`config.mk`:
```
export PLATFORM = sky130hd
export DESIGN_NAME = sentinel_line_deframer_core
export DESIGN_NICKNAME = d
export VERILOG_FILES = /design/src/hdl/sld_pkg.sv /design/src/hdl/sld_parse.sv /design/src/hdl/sentinel_line_deframer_core.sv
export SDC_FILE = /design/constraint.sdc
export NUM_CORES = 1
export LEC_CHECK = 0
export BUFFER_PORTS_ARGS = -buffer_cell sky130_fd_sc_hd__buf_2
export CORE_MARGIN = 2
export CORE_UTILIZATION = 45
export CTS_BUF_LIST = sky130_fd_sc_hd__clkbuf_8
export CTS_CLUSTER_SIZE = 20
export DETAILED_ROUTE_END_ITERATION = 7
export PLACE_DENSITY_LB_ADDON = 0.05
export SETUP_SLACK_MARGIN = 0.05
export SLEW_MARGIN = 20
export SYNTH_ARGS = -nofsm -noshare
export SYNTH_HDL_FRONTEND = slang
export SYNTH_SLANG_ARGS = --single-unit
```
`constraint.sdc`:
```
create_clock -name clk -period 17.7 [get_ports clk]
set_clock_uncertainty 0.05 [all_clocks]
set_input_delay 1.77 -clock clk [delete_from_list [all_inputs] [get_ports clk]]
set_output_delay 1.77 -clock clk [all_outputs]
set_load 0.05 [all_outputs]
```
`src/hdl/sld_pkg.sv`:
```
package sld_pkg;

  localparam int unsigned TIMEOUT_W  = 16;
  localparam int unsigned MAXLINE_W  = 10;
  localparam int unsigned ELAPSED_W  = 17;
  localparam int unsigned DUR_W      = 32;
  localparam int unsigned CFG_IDX_W  = 1;
  localparam int unsigned CFG_DATA_W = 16;

  localparam logic [TIMEOUT_W-1:0] TIMEOUT_RST = 16'd4000;
  localparam logic [MAXLINE_W-1:0] MAXLINE_RST = 10'd229;
  localparam logic [ELAPSED_W-1:0] ELAPSED_MAX = '1;
  localparam logic [7:0]           SENTINEL    = 8'hff;

  localparam logic [1:0] OP_DATA  = 2'd0;
  localparam logic [1:0] OP_TICK  = 2'd1;
  localparam logic [1:0] OP_START = 2'd2;

  localparam logic [2:0] KIND_DURATION = 3'd0;
  localparam logic [2:0] KIND_COORD    = 3'd1;
  localparam logic [2:0] KIND_EOP      = 3'd2;
  localparam logic [2:0] KIND_OVERRUN  = 3'd3;
  localparam logic [2:0] KIND_TIMEOUT  = 3'd4;

  localparam logic [CFG_IDX_W-1:0] CFG_TIMEOUT = 1'd0;
  localparam logic [CFG_IDX_W-1:0] CFG_MAXLINE = 1'd1;

  typedef struct packed {
    logic                  active;
    logic                  halted;
    logic [MAXLINE_W-1:0]  byte_count;
    logic [DUR_W-1:0]      duration_shift;
    logic [DUR_W-1:0]      recent_bytes;
    logic [ELAPSED_W-1:0]  elapsed_ms;
  } state_t;

  typedef struct packed {
    logic [2:0]       kind;
    logic [DUR_W-1:0] duration_ms;
    logic [3:0]       coord_x;
    logic [3:0]       coord_y;
    logic             last;
  } result_t;

endpackage

```
`src/hdl/sld_parse.sv`:
```
module sld_parse (
  input  logic [1:0]                      op,
  input  logic [7:0]                      data_byte,
  input  sld_pkg::state_t                 state,
  input  logic [sld_pkg::TIMEOUT_W-1:0]   timeout_ms,
  input  logic [sld_pkg::MAXLINE_W-1:0]   max_line_bytes,
  output sld_pkg::state_t                 state_nxt,
  output logic                            res_valid,
  output sld_pkg::result_t                res
);

  logic [sld_pkg::DUR_W-1:0]     recent_nxt;
  logic [sld_pkg::MAXLINE_W-1:0] count_nxt;
  logic [sld_pkg::ELAPSED_W-1:0] elapsed_nxt;
  logic [7:0]                    leaving;
  logic                          eol;

  assign leaving     = state.recent_bytes[31:24];
  assign recent_nxt  = {state.recent_bytes[23:0], data_byte};
  assign count_nxt   = state.byte_count + 10'd1;
  assign elapsed_nxt = (state.elapsed_ms < sld_pkg::ELAPSED_MAX) ?
                       state.elapsed_ms + 17'd1 : state.elapsed_ms;
  assign eol         = (count_nxt >= 10'd4) && (recent_nxt == '1);

  always_comb begin
    state_nxt = state;
    res_valid = 1'b0;
    res       = '0;
    if (!state.halted) begin
      case (op)
        sld_pkg::OP_START: begin
          state_nxt.active         = 1'b1;
          state_nxt.elapsed_ms     = '0;
          state_nxt.byte_count     = '0;
          state_nxt.duration_shift = '0;
          state_nxt.recent_bytes   = '0;
        end
        sld_pkg::OP_TICK: begin
          if (state.active) begin
            state_nxt.elapsed_ms = elapsed_nxt;
            if (elapsed_nxt > {1'b0, timeout_ms}) begin
              state_nxt.active         = 1'b0;
              state_nxt.byte_count     = '0;
              state_nxt.duration_shift = '0;
              state_nxt.recent_bytes   = '0;
              res_valid                = 1'b1;
              res.kind                 = sld_pkg::KIND_TIMEOUT;
            end
          end
        end
        sld_pkg::OP_DATA: begin
          if (state.active) begin
            if (state.byte_count >= max_line_bytes) begin
              state_nxt.halted = 1'b1;
              state_nxt.active = 1'b0;
              res_valid        = 1'b1;
              res.kind         = sld_pkg::KIND_OVERRUN;
            end else begin
              state_nxt.recent_bytes = recent_nxt;
              state_nxt.byte_count   = count_nxt;
              if (state.byte_count < 10'd4) begin
                state_nxt.duration_shift = {state.duration_shift[23:0], data_byte};
              end
              if (eol) begin
                state_nxt.byte_count     = '0;
                state_nxt.duration_shift = '0;
                state_nxt.recent_bytes   = '0;
                res_valid                = 1'b1;
                if (count_nxt == 10'd4) begin
                  state_nxt.active = 1'b0;
                  res.kind         = sld_pkg::KIND_EOP;
                end else if (count_nxt <= 10'd8) begin
                  res.kind        = sld_pkg::KIND_DURATION;
                  res.duration_ms = state.duration_shift;
                  res.last        = 1'b1;
                end else begin
                  res.kind    = sld_pkg::KIND_COORD;
                  res.coord_x = leaving[7:4];
                  res.coord_y = leaving[3:0];
                  res.last    = 1'b1;
                end
              end else if (count_nxt == 10'd8) begin
                res_valid       = 1'b1;
                res.kind        = sld_pkg::KIND_DURATION;
                res.duration_ms = state.duration_shift;
              end else if (count_nxt > 10'd8) begin
                res_valid   = 1'b1;
                res.kind    = sld_pkg::KIND_COORD;
                res.coord_x = leaving[7:4];
                res.coord_y = leaving[3:0];
              end
            end
          end
        end
        default: begin
          state_nxt = state;
        end
      endcase
    end
  end

endmodule

```
`src/hdl/sentinel_line_deframer_core.sv`:
```
// channel | direction | handshake          | payload
// in_     | input     | in_valid/in_stall  | in_op, in_data_byte
// out_    | output    | out_valid/out_stall| out_kind, out_duration_ms, out_coord_x,
//         |           |                    | out_coord_y, out_last
// cfg_    | input     | cfg_valid/cfg_ready| cfg_index, cfg_data
// One word a cycle while in_stall is low: each word is parsed in the cycle it is
// taken, and its result is registered in the output stage (or the second stage).
// A second output stage holds a result while the output is stalled; in_stall
// rises only while that stage is full. cfg_ready is always high.
// rst_n (synchronous) clears the parser, flags, elapsed count, registers to
// their defaults and both output stages.
module sentinel_line_deframer_core (
  input  logic                             clk,
  input  logic                             rst_n,
  input  logic                             in_valid,
  output logic                             in_stall,
  input  logic [1:0]                       in_op,
  input  logic [7:0]                       in_data_byte,
  output logic                             out_valid,
  input  logic                             out_stall,
  output logic [2:0]                       out_kind,
  output logic [31:0]                      out_duration_ms,
  output logic [3:0]                       out_coord_x,
  output logic [3:0]                       out_coord_y,
  output logic                             out_last,
  input  logic                             cfg_valid,
  output logic                             cfg_ready,
  input  logic [sld_pkg::CFG_IDX_W-1:0]    cfg_index,
  input  logic [sld_pkg::CFG_DATA_W-1:0]   cfg_data
);

  sld_pkg::state_t               state_r;
  sld_pkg::state_t               state_nxt;
  logic [sld_pkg::TIMEOUT_W-1:0] timeout_r;
  logic [sld_pkg::MAXLINE_W-1:0] maxline_r;
  sld_pkg::result_t              res;
  logic                          res_valid;
  sld_pkg::result_t              out_r;
  logic                          out_valid_r;
  sld_pkg::result_t              skid_r;
  logic                          skid_valid_r;
  logic                          in_take;
  logic                          out_take;
  logic                          fire;

  assign in_stall  = skid_valid_r;
  assign cfg_ready = 1'b1;
  assign in_take   = in_valid && !in_stall;
  assign out_take  = out_valid_r && !out_stall;
  assign fire      = in_take && res_valid;

  sld_parse u_parse (
    .op             (in_op),
    .data_byte      (in_data_byte),
    .state          (state_r),
    .timeout_ms     (timeout_r),
    .max_line_bytes (maxline_r),
    .state_nxt      (state_nxt),
    .res_valid      (res_valid),
    .res            (res)
  );

  always_ff @(posedge clk) begin
    if (!rst_n) begin
      state_r   <= '0;
      timeout_r <= sld_pkg::TIMEOUT_RST;
      maxline_r <= sld_pkg::MAXLINE_RST;
    end else begin
      if (in_take) begin
        state_r <= state_nxt;
      end
      if (cfg_valid && cfg_ready) begin
        case (cfg_index)
          sld_pkg::CFG_TIMEOUT: timeout_r <= cfg_data;
          sld_pkg::CFG_MAXLINE: maxline_r <= cfg_data[sld_pkg::MAXLINE_W-1:0];
          default: begin
            timeout_r <= timeout_r;
          end
        endcase
      end
    end
  end

  always_ff @(posedge clk) begin
    if (!rst_n) begin
      out_valid_r  <= 1'b0;
      skid_valid_r <= 1'b0;
    end else if (skid_valid_r) begin
      if (out_take) begin
        out_valid_r  <= 1'b1;
        skid_valid_r <= 1'b0;
      end
    end else if (!out_valid_r || out_take) begin
      out_valid_r <= fire;
    end else begin
      skid_valid_r <= fire;
    end
  end

  always_ff @(posedge clk) begin
    if (skid_valid_r) begin
      if (out_take) begin
        out_r <= skid_r;
      end
    end else if (!out_valid_r || out_take) begin
      if (fire) begin
        out_r <= res;
      end
    end else if (fire) begin
      skid_r <= res;
    end
  end

  assign out_valid       = out_valid_r;
  assign out_kind        = out_r.kind;
  assign out_duration_ms = out_r.duration_ms;
  assign out_coord_x     = out_r.coord_x;
  assign out_coord_y     = out_r.coord_y;
  assign out_last        = out_r.last;

  a_skid_needs_out: assert property (@(posedge clk) disable iff (!rst_n)
    skid_valid_r |-> out_valid_r)
    else $error("skid stage full with output stage empty");

  a_halt_not_active: assert property (@(posedge clk) disable iff (!rst_n)
    state_r.halted |-> !state_r.active)
    else $error("halted while active");

  a_skid_holds: assert property (@(posedge clk) disable iff (!rst_n)
    skid_valid_r && out_stall |=> skid_valid_r && $stable(skid_r))
    else $error("skid word lost or changed under stall");

  a_flag_kinds: assert property (@(posedge clk) disable iff (!rst_n)
    out_valid_r && out_r.last |->
      (out_r.kind == sld_pkg::KIND_DURATION || out_r.kind == sld_pkg::KIND_COORD))
    else $error("end-of-line flag on a status word");

  a_halt_sticky: assert property (@(posedge clk) disable iff (!rst_n)
    state_r.halted |=> state_r.halted)
    else $error("halt cleared without reset");

endmodule

```
# After elaboration in Yosys (flattened, before gate mapping)

Cells that the tools add are included.
Widths: inputs -> output; s select.

Register bits after elaboration: 209
Input port bits: 32
Output and inout bits: 47
Word-level logic and storage cells: 123

Add/subtract/negate cells: 2
Magnitude comparators: 7
Equality and inequality tests: 11
Mux-type cells: 57
Bitwise operators: 4
Reduce and logical (&&, ||, !) cells: 22

Operators with widths:

| cell                  | count |
|---|---|
| $mux 44               | 6 |
| $mux 74               | 3 |
| $pmux 74 s3           | 1 |
| $mux 41               | 3 |
| $mux 32               | 3 |
| $mux 92               | 1 |
| $mux 91               | 1 |
| $mux 76               | 1 |
| $mux 43               | 1 |
| $pmux 17 s2           | 1 |
| $eq 32x32->1 const B  | 1 |
| $mux 1                | 25 |
| $mux 8                | 3 |
| $add 17x1->17 const B | 1 |
| $gt 17x16->1          | 1 |
| $lt 17x17->1 const B  | 1 |
| $mux 17               | 1 |
| $add 10x1->10 const B | 1 |
| $eq 10x3->1 const B   | 1 |
| $eq 10x4->1 const B   | 1 |
| $ge 10x10->1          | 1 |
| $ge 10x3->1 const B   | 1 |
| $gt 10x4->1 const B   | 1 |
| $le 10x4->1 const B   | 1 |
| 23 further kinds      | 42 |

# Depth between registers and ports, before layout

Depth after elaboration: 13
Mapped depth: 19
Mapped depth without buffers: 16

# Hierarchy

Synthesis repeated with hierarchy kept, for this count alone.

Cell total of the unflattened synthesis: 1172
Area, all modules: 11049.3 um^2

Modules (own cells, without submodules):

| module                      | times used | cells an instance | area an instance (um^2) | seq. area each (um^2) |
|---|---|---|---|---|
| sentinel_line_deframer_core | 1          | 672               | 7644.8                  | 5064.9 |
| sld_parse                   | 1          | 500               | 3404.5                  | 0.0 |

# Least setup slack after synthesis

Ideal clock, no wire load.

Kind: register -> register
From: reg state_r[5] (netlist bit)
To: reg out_r (netlist bit out_coord_x[0]), enable pin
Setup time: 513 ps
Arrival time: 6556 ps
Data required time: 17137 ps
Path slack: 10581 ps
Cell stages (with the launch flop): 17
Path buffers: 1
Clock period less this slack: 7119 ps
Path through: dfxtp_1 -> buf_2 -> nand4_1 -> or3_1 -> or3b_2 -> nor2_4 -> and3_2 -> and2b_1 -> xor2_1 -> ha_1 -> nand4_1 -> nor4_1 -> a21oi_1 -> nor3b_1 -> nor2_1 -> a211o_1 -> a21boi_0

Longest elaborated chain between the ends: 10
Elaborated cells on any way between the ends: 11
Classes of those cells: 1 x add/sub; 2 x order compare; 5 x mux; 3 x reduce/logical

RTL lines:

| element                                       | line                               | text |
|---|---|---|
| start, declared                               | sentinel_line_deframer_core.sv:32  | `sld_pkg::state_t state_r;` |
| start signal, assigned                        | sentinel_line_deframer_core.sv:70  | `state_r <= state_nxt;` |
| $add 17x1->17 or $lt 17x17->1 (tied branches) | sld_parse.sv:22, sld_parse.sv:21   |  |
| $mux 17 (*)                                   | sld_parse.sv:21                    | `assign elapsed_nxt = (state.elapsed_ms < sld_pkg::ELAPSED_MAX) ?` |
| $gt 17x16->1 (*)                              | sld_parse.sv:41                    | `if (elapsed_nxt > {1'b0, timeout_ms}) begin` |
| $mux 1 (*)                                    | sld_parse.sv:41                    |  |
| $mux 1 (*)                                    | sld_parse.sv:39                    | `if (state.active) begin` |
| $pmux 1 s2 (*)                                | sld_parse.sv:30                    | `case (op)` |
| $mux 1 (*)                                    | sld_parse.sv:29                    | `if (!state.halted) begin` |
| $logic_and 1x1->1 (*)                         | sentinel_line_deframer_core.sv:50  | `assign fire = in_take && res_valid;` |
| $reduce_bool 2->1 (no source line) (*)        | n/a                                |  |
| $reduce_and 3->1 (no source line) (*)         | n/a                                |  |
| end signal, assigned                          | sentinel_line_deframer_core.sv:103 | `out_r <= skid_r;` |
| end signal, assigned                          | sentinel_line_deframer_core.sv:107 | `out_r <= res;` |
| end, declared                                 | sentinel_line_deframer_core.sv:38  | `sld_pkg::result_t out_r;` |

Mark *: on every way between the ends. The rest lies on a longest branch, timed or not.
A chain may end at the register's enable or synchronous reset.

# Final worst setup path

From: reg state_r[5] (netlist bit)
To: reg skid_r[4] (netlist bit), enable pin

Longest elaborated chain between the ends: 9
Elaborated cells on any way between the ends: 10
Classes of those cells: 1 x add/sub; 2 x order compare; 5 x mux; 2 x reduce/logical

RTL lines:

| element                                       | line                               | text |
|---|---|---|
| $add 17x1->17 or $lt 17x17->1 (tied branches) | sld_parse.sv:22, sld_parse.sv:21   |  |
| $mux 17 (*)                                   | sld_parse.sv:21                    |  |
| $gt 17x16->1 (*)                              | sld_parse.sv:41                    |  |
| $mux 1 (*)                                    | sld_parse.sv:41                    |  |
| $mux 1 (*)                                    | sld_parse.sv:39                    |  |
| $pmux 1 s2 (*)                                | sld_parse.sv:30                    |  |
| $mux 1 (*)                                    | sld_parse.sv:29                    |  |
| $logic_and 1x1->1 (*)                         | sentinel_line_deframer_core.sv:50  |  |
| $reduce_and 3->1 (no source line) (*)         | n/a                                |  |
| end signal, assigned                          | sentinel_line_deframer_core.sv:110 | `skid_r <= res;` |
| end, declared                                 | sentinel_line_deframer_core.sv:40  | `sld_pkg::result_t skid_r;` |

Marks and branches as above.

==> results by group <==
Drt
  • Avg Vias per Cell: 5.30
  • Drt total wl: around 22 mm
  • DR DRC count: 0
  • Total number of vias: approximately 7.4k
  • Avg WL per Cell: 15.7 um
  • Post-route ant nets: 0
  • 1st-pass router iterations: 5
  • Starting DRT DRC Count: approximately 500

Timing
  • RSZ-0062 raised after global routing: false
  • Worst-Margin Slew: approximately 0.9 ns
  • Slew headroom: 40.3%
  • Final min period: 5.02 ns
  • Maximum clock frequency: 199 MHz
  • Final worst setup slack: 12.68 ns
  • Final setup vio count: 0
  • Period utilization: 28.4%
  • Hold Fails Final Rpt: 0
  • Max-slew violations: 0
  • Setup_tns: 0 ns

Synth
  • Yosys cell types: 66
  • Synthesis Warnings: 0
  • Async SR Flop Fraction: 0%
  • Post-Syn Instances: 1,027
  • Multiplexer share of the synthesized area: 0.566%
  • Register area share after synthesis: 52.1%
  • Synth Cell Area: approximately 9700 um2
  • Synth Area in Simple Gates: 21.7%
  • Synth Area in Compound Gates: ~15%
  • Xor/xnor share of the synthesized area: 1.53%
  • Largest family of logic cells by synthesized area: simple AND/OR/NAND/NOR gates
  • Mapped Avg Cell Area: 9.47 um2
  • Synth Flop Type: dfxtp_1
  • Synth Area in Adders: 3.73%
  • Number of flops mapped to enable cells by yosys: between 80 and 90
  • Seq cells post-synth: 209
  • Syn_nets: 1,088

Clocking
  • TritonCTS clock tree: done
  • # hold bufs at CTS: 0
  • Post-CTS setup buffers: 0
  • Reg clk slew, reported paths: 0.06 ns
  • Clock buffer depth: 3
  • Clock sink count: 209
  • Root Buffer: clkbuf_8
  • Clk_lat worst skew: roughly 0.53 ns
  • H-Tree Depth: 2
  • CTS buffer count: 38
  • Post-cts resize count: 0

Setup path
  • FF-to-FF path depth: 16
  • Reg-to-Reg Start: state_r[5]
  • Reg2reg end: skid_r[4]
  • CP Max Fanout: 30
  • CP arrival: ~5 ns
  • Setup CP Type: register to register
  • Reg2reg setup slack: about 13 ns
  • CP Launch Type: register
  • Endpoint type of the worst setup path: register
  • WP data required: about 18 ns

Run
  • Number of max-cap violations: 0

Worst hold path
  • Hold Crit Start: state_r[47]
  • Worst hold path type: register to register
  • Hold depth: 2
  • Hold EP: state_r[47]

Die
  • Core footprint: 21,100 um2
  • I/O Pins: 79
  • Initial Util: 46.1%
  • Die width: 151 um
  • Die Y-Extent: 151 um
  • Die ar.: around 23,000 um2
  • Row Count: 53

Placement
  • Final GP Congestion: a little under 0.8
  • Final HPWL DP: 14.1 mm
  • Port-buffer cells: 77
  • Placement Setup Slack: 12.71 ns

GRT
  • Initial antenna violation count: 0
  • First-pass GRT wire length: 35.3 mm
  • GR Overflow Total: 0
  • GRT Total Usage: 19.5%
  • Vias in the first global route: 6,844
  • Largest net degree at the start of global routing: between 80 and 90

Cells and area
  • Nets: 1,147
  • Share of cells above drive strength 1: 14.9%
  • Area delta synth->final: 13.1%

Run status
  • Status: completed

Power and ir drop
  • Pwr/cell area: around 90 nW/um2
  • Worst VDD drop: ~45 uV
  • Leak: 0.00412 uW
==> where the power goes <==
group          internal, uW  leakage, uW  total [uW]  switching, uW
sequential              503      0.00176         505           2.09
combinational          12.2      0.00194        44.1           31.9
clock                   240     0.000422         438            197
==> placed cells by master (no fill, tap or decap), types with 7 or more instances in the layout <==
cell type and count:
clkbuf_8 47, and2_1 33, inv_1 49, clkinv_1 9
o21a_1 8, nor2_1 40, edfxtp_1 88, xnor2_1 8
o31ai_1 8, nand3_1 70, dfxtp_1 120, nor2b_1 36
o211ai_1 12, nor3_1 14, a21oi_1 68, a22o_1 34
a22oi_1 8, nor4_1 8, nand2_1 155, nand2b_1 7
buf_4 12, nand4_1 28, o21ai_0 53, xor2_1 9
buf_2 77, ha_1 29
==> registers in the layout, indices dropped and copies added, names as in the netlist, 3 cells and up <==
| name | cells |
|---|---|
| maxline_r | 10 |
| out_kind | 3 |
| out_coord_x | 4 |
| skid_r | 44 |
| out_coord_y | 4 |
| out_duration_ms | 32 |
| timeout_r | 16 |
| state_r | 93 |
==> logic make-up (layout without fill, tap and decap cells) <==
group           count (synthesis)  count (layout)
buf+inv                       110             199
flops                         209             209
xor+xnor                       17              17
simple gates                  426             426
other cells                     1               3
compound gates                230             230
mux                             5               5
fa+ha+maj                      29              29
==> critical path, stage by stage, from the launching register on <==
cell	delay (ns)
dfxtp_1	0.47
nand4_1	0.14
or3_1	0.41
or3b_2	0.54
nor2_4	0.15
and3_2	0.23
and2b_1	0.18
xor2_1	0.16
ha_1	0.25
nand4_1	0.09
nor4_1	0.05
a21oi_1	0.16
nor3b_1	0.35
nor2_1	0.15
a211o_1	0.41
nor2_4	0.40
buf_4	0.48
==> cell type report <==
class,instances,area (um2)
well taps,275,344
clock buffers,47,647
inverters,40,150
fillers,2039,10100
diodes,2,5.00
repair buffers,89,475
clock inverters,23,98.8
flip-flops and latches,209,5070
multi-input cells,708,4210
==> layer usage <==
layer  track usage [%]  share of wire [%]
met4              6.03                2.1
met3              4.28                5.2
met1              25.5                 45
met5                 0                  0
met2              32.2                 47
==> cells in the mapped netlist (6+ instances only) <==
cell type    n  area share, %
edfxtp_1    88             27
and3_1       6           0.39
ha_1        29            3.7
and2_1      33            2.1
nand2_1    155            6.0
o21a_1       8           0.62
nor2b_1     36            2.3
clkbuf_1    42            1.6
inv_1       40            1.5
xor2_1       9           0.81
nor4_1       8           0.51
a22oi_1      8           0.62
nor3_1      14           0.72
nand3_1     70            3.6
o21ai_0     53            2.7
dfxtp_1    121             25
a21oi_1     68            3.5
nand2b_1     7           0.45
buf_2       17           0.88
xnor2_1      8           0.72
o211ai_1    12           0.93
nor2_1      42            1.6
a22o_1      34            3.1
o31ai_1      8           0.62
nand4_1     28            1.8
a21boi_0     7           0.54
==> worst max path at each step <==
| stage | from | to | slack [ns] |
|---|---|---|---|
| floorplan | state_r[5] | out_coord_x[0] | 10.58 |
| global placement | state_r[5] | skid_r[2] | 12.75 |
| detailed placement | state_r[5] | skid_r[3] | 12.71 |
| CTS | state_r[5] | skid_r[39] | 12.69 |
| global route | state_r[5] | skid_r[20] | 12.26 |
| finish | state_r[5] | skid_r[4] | 12.68 |
==> per-stage QoR <==
step	instance area (um2)	power [uW]	utilization (%)	hold WS (ns)	std cells
floorplan	9720	547	-	0.382	1027
global placement	10200	560	48.6	0.390	1321
detailed placement	10200	560	48.6	0.396	1321
CTS	11000	1000	52.1	0.406	1391
global route	11000	1030	52.1	0.418	1391
finish	11000	987	52.1	0.402	1393
(Power assumes the default switching activity.)
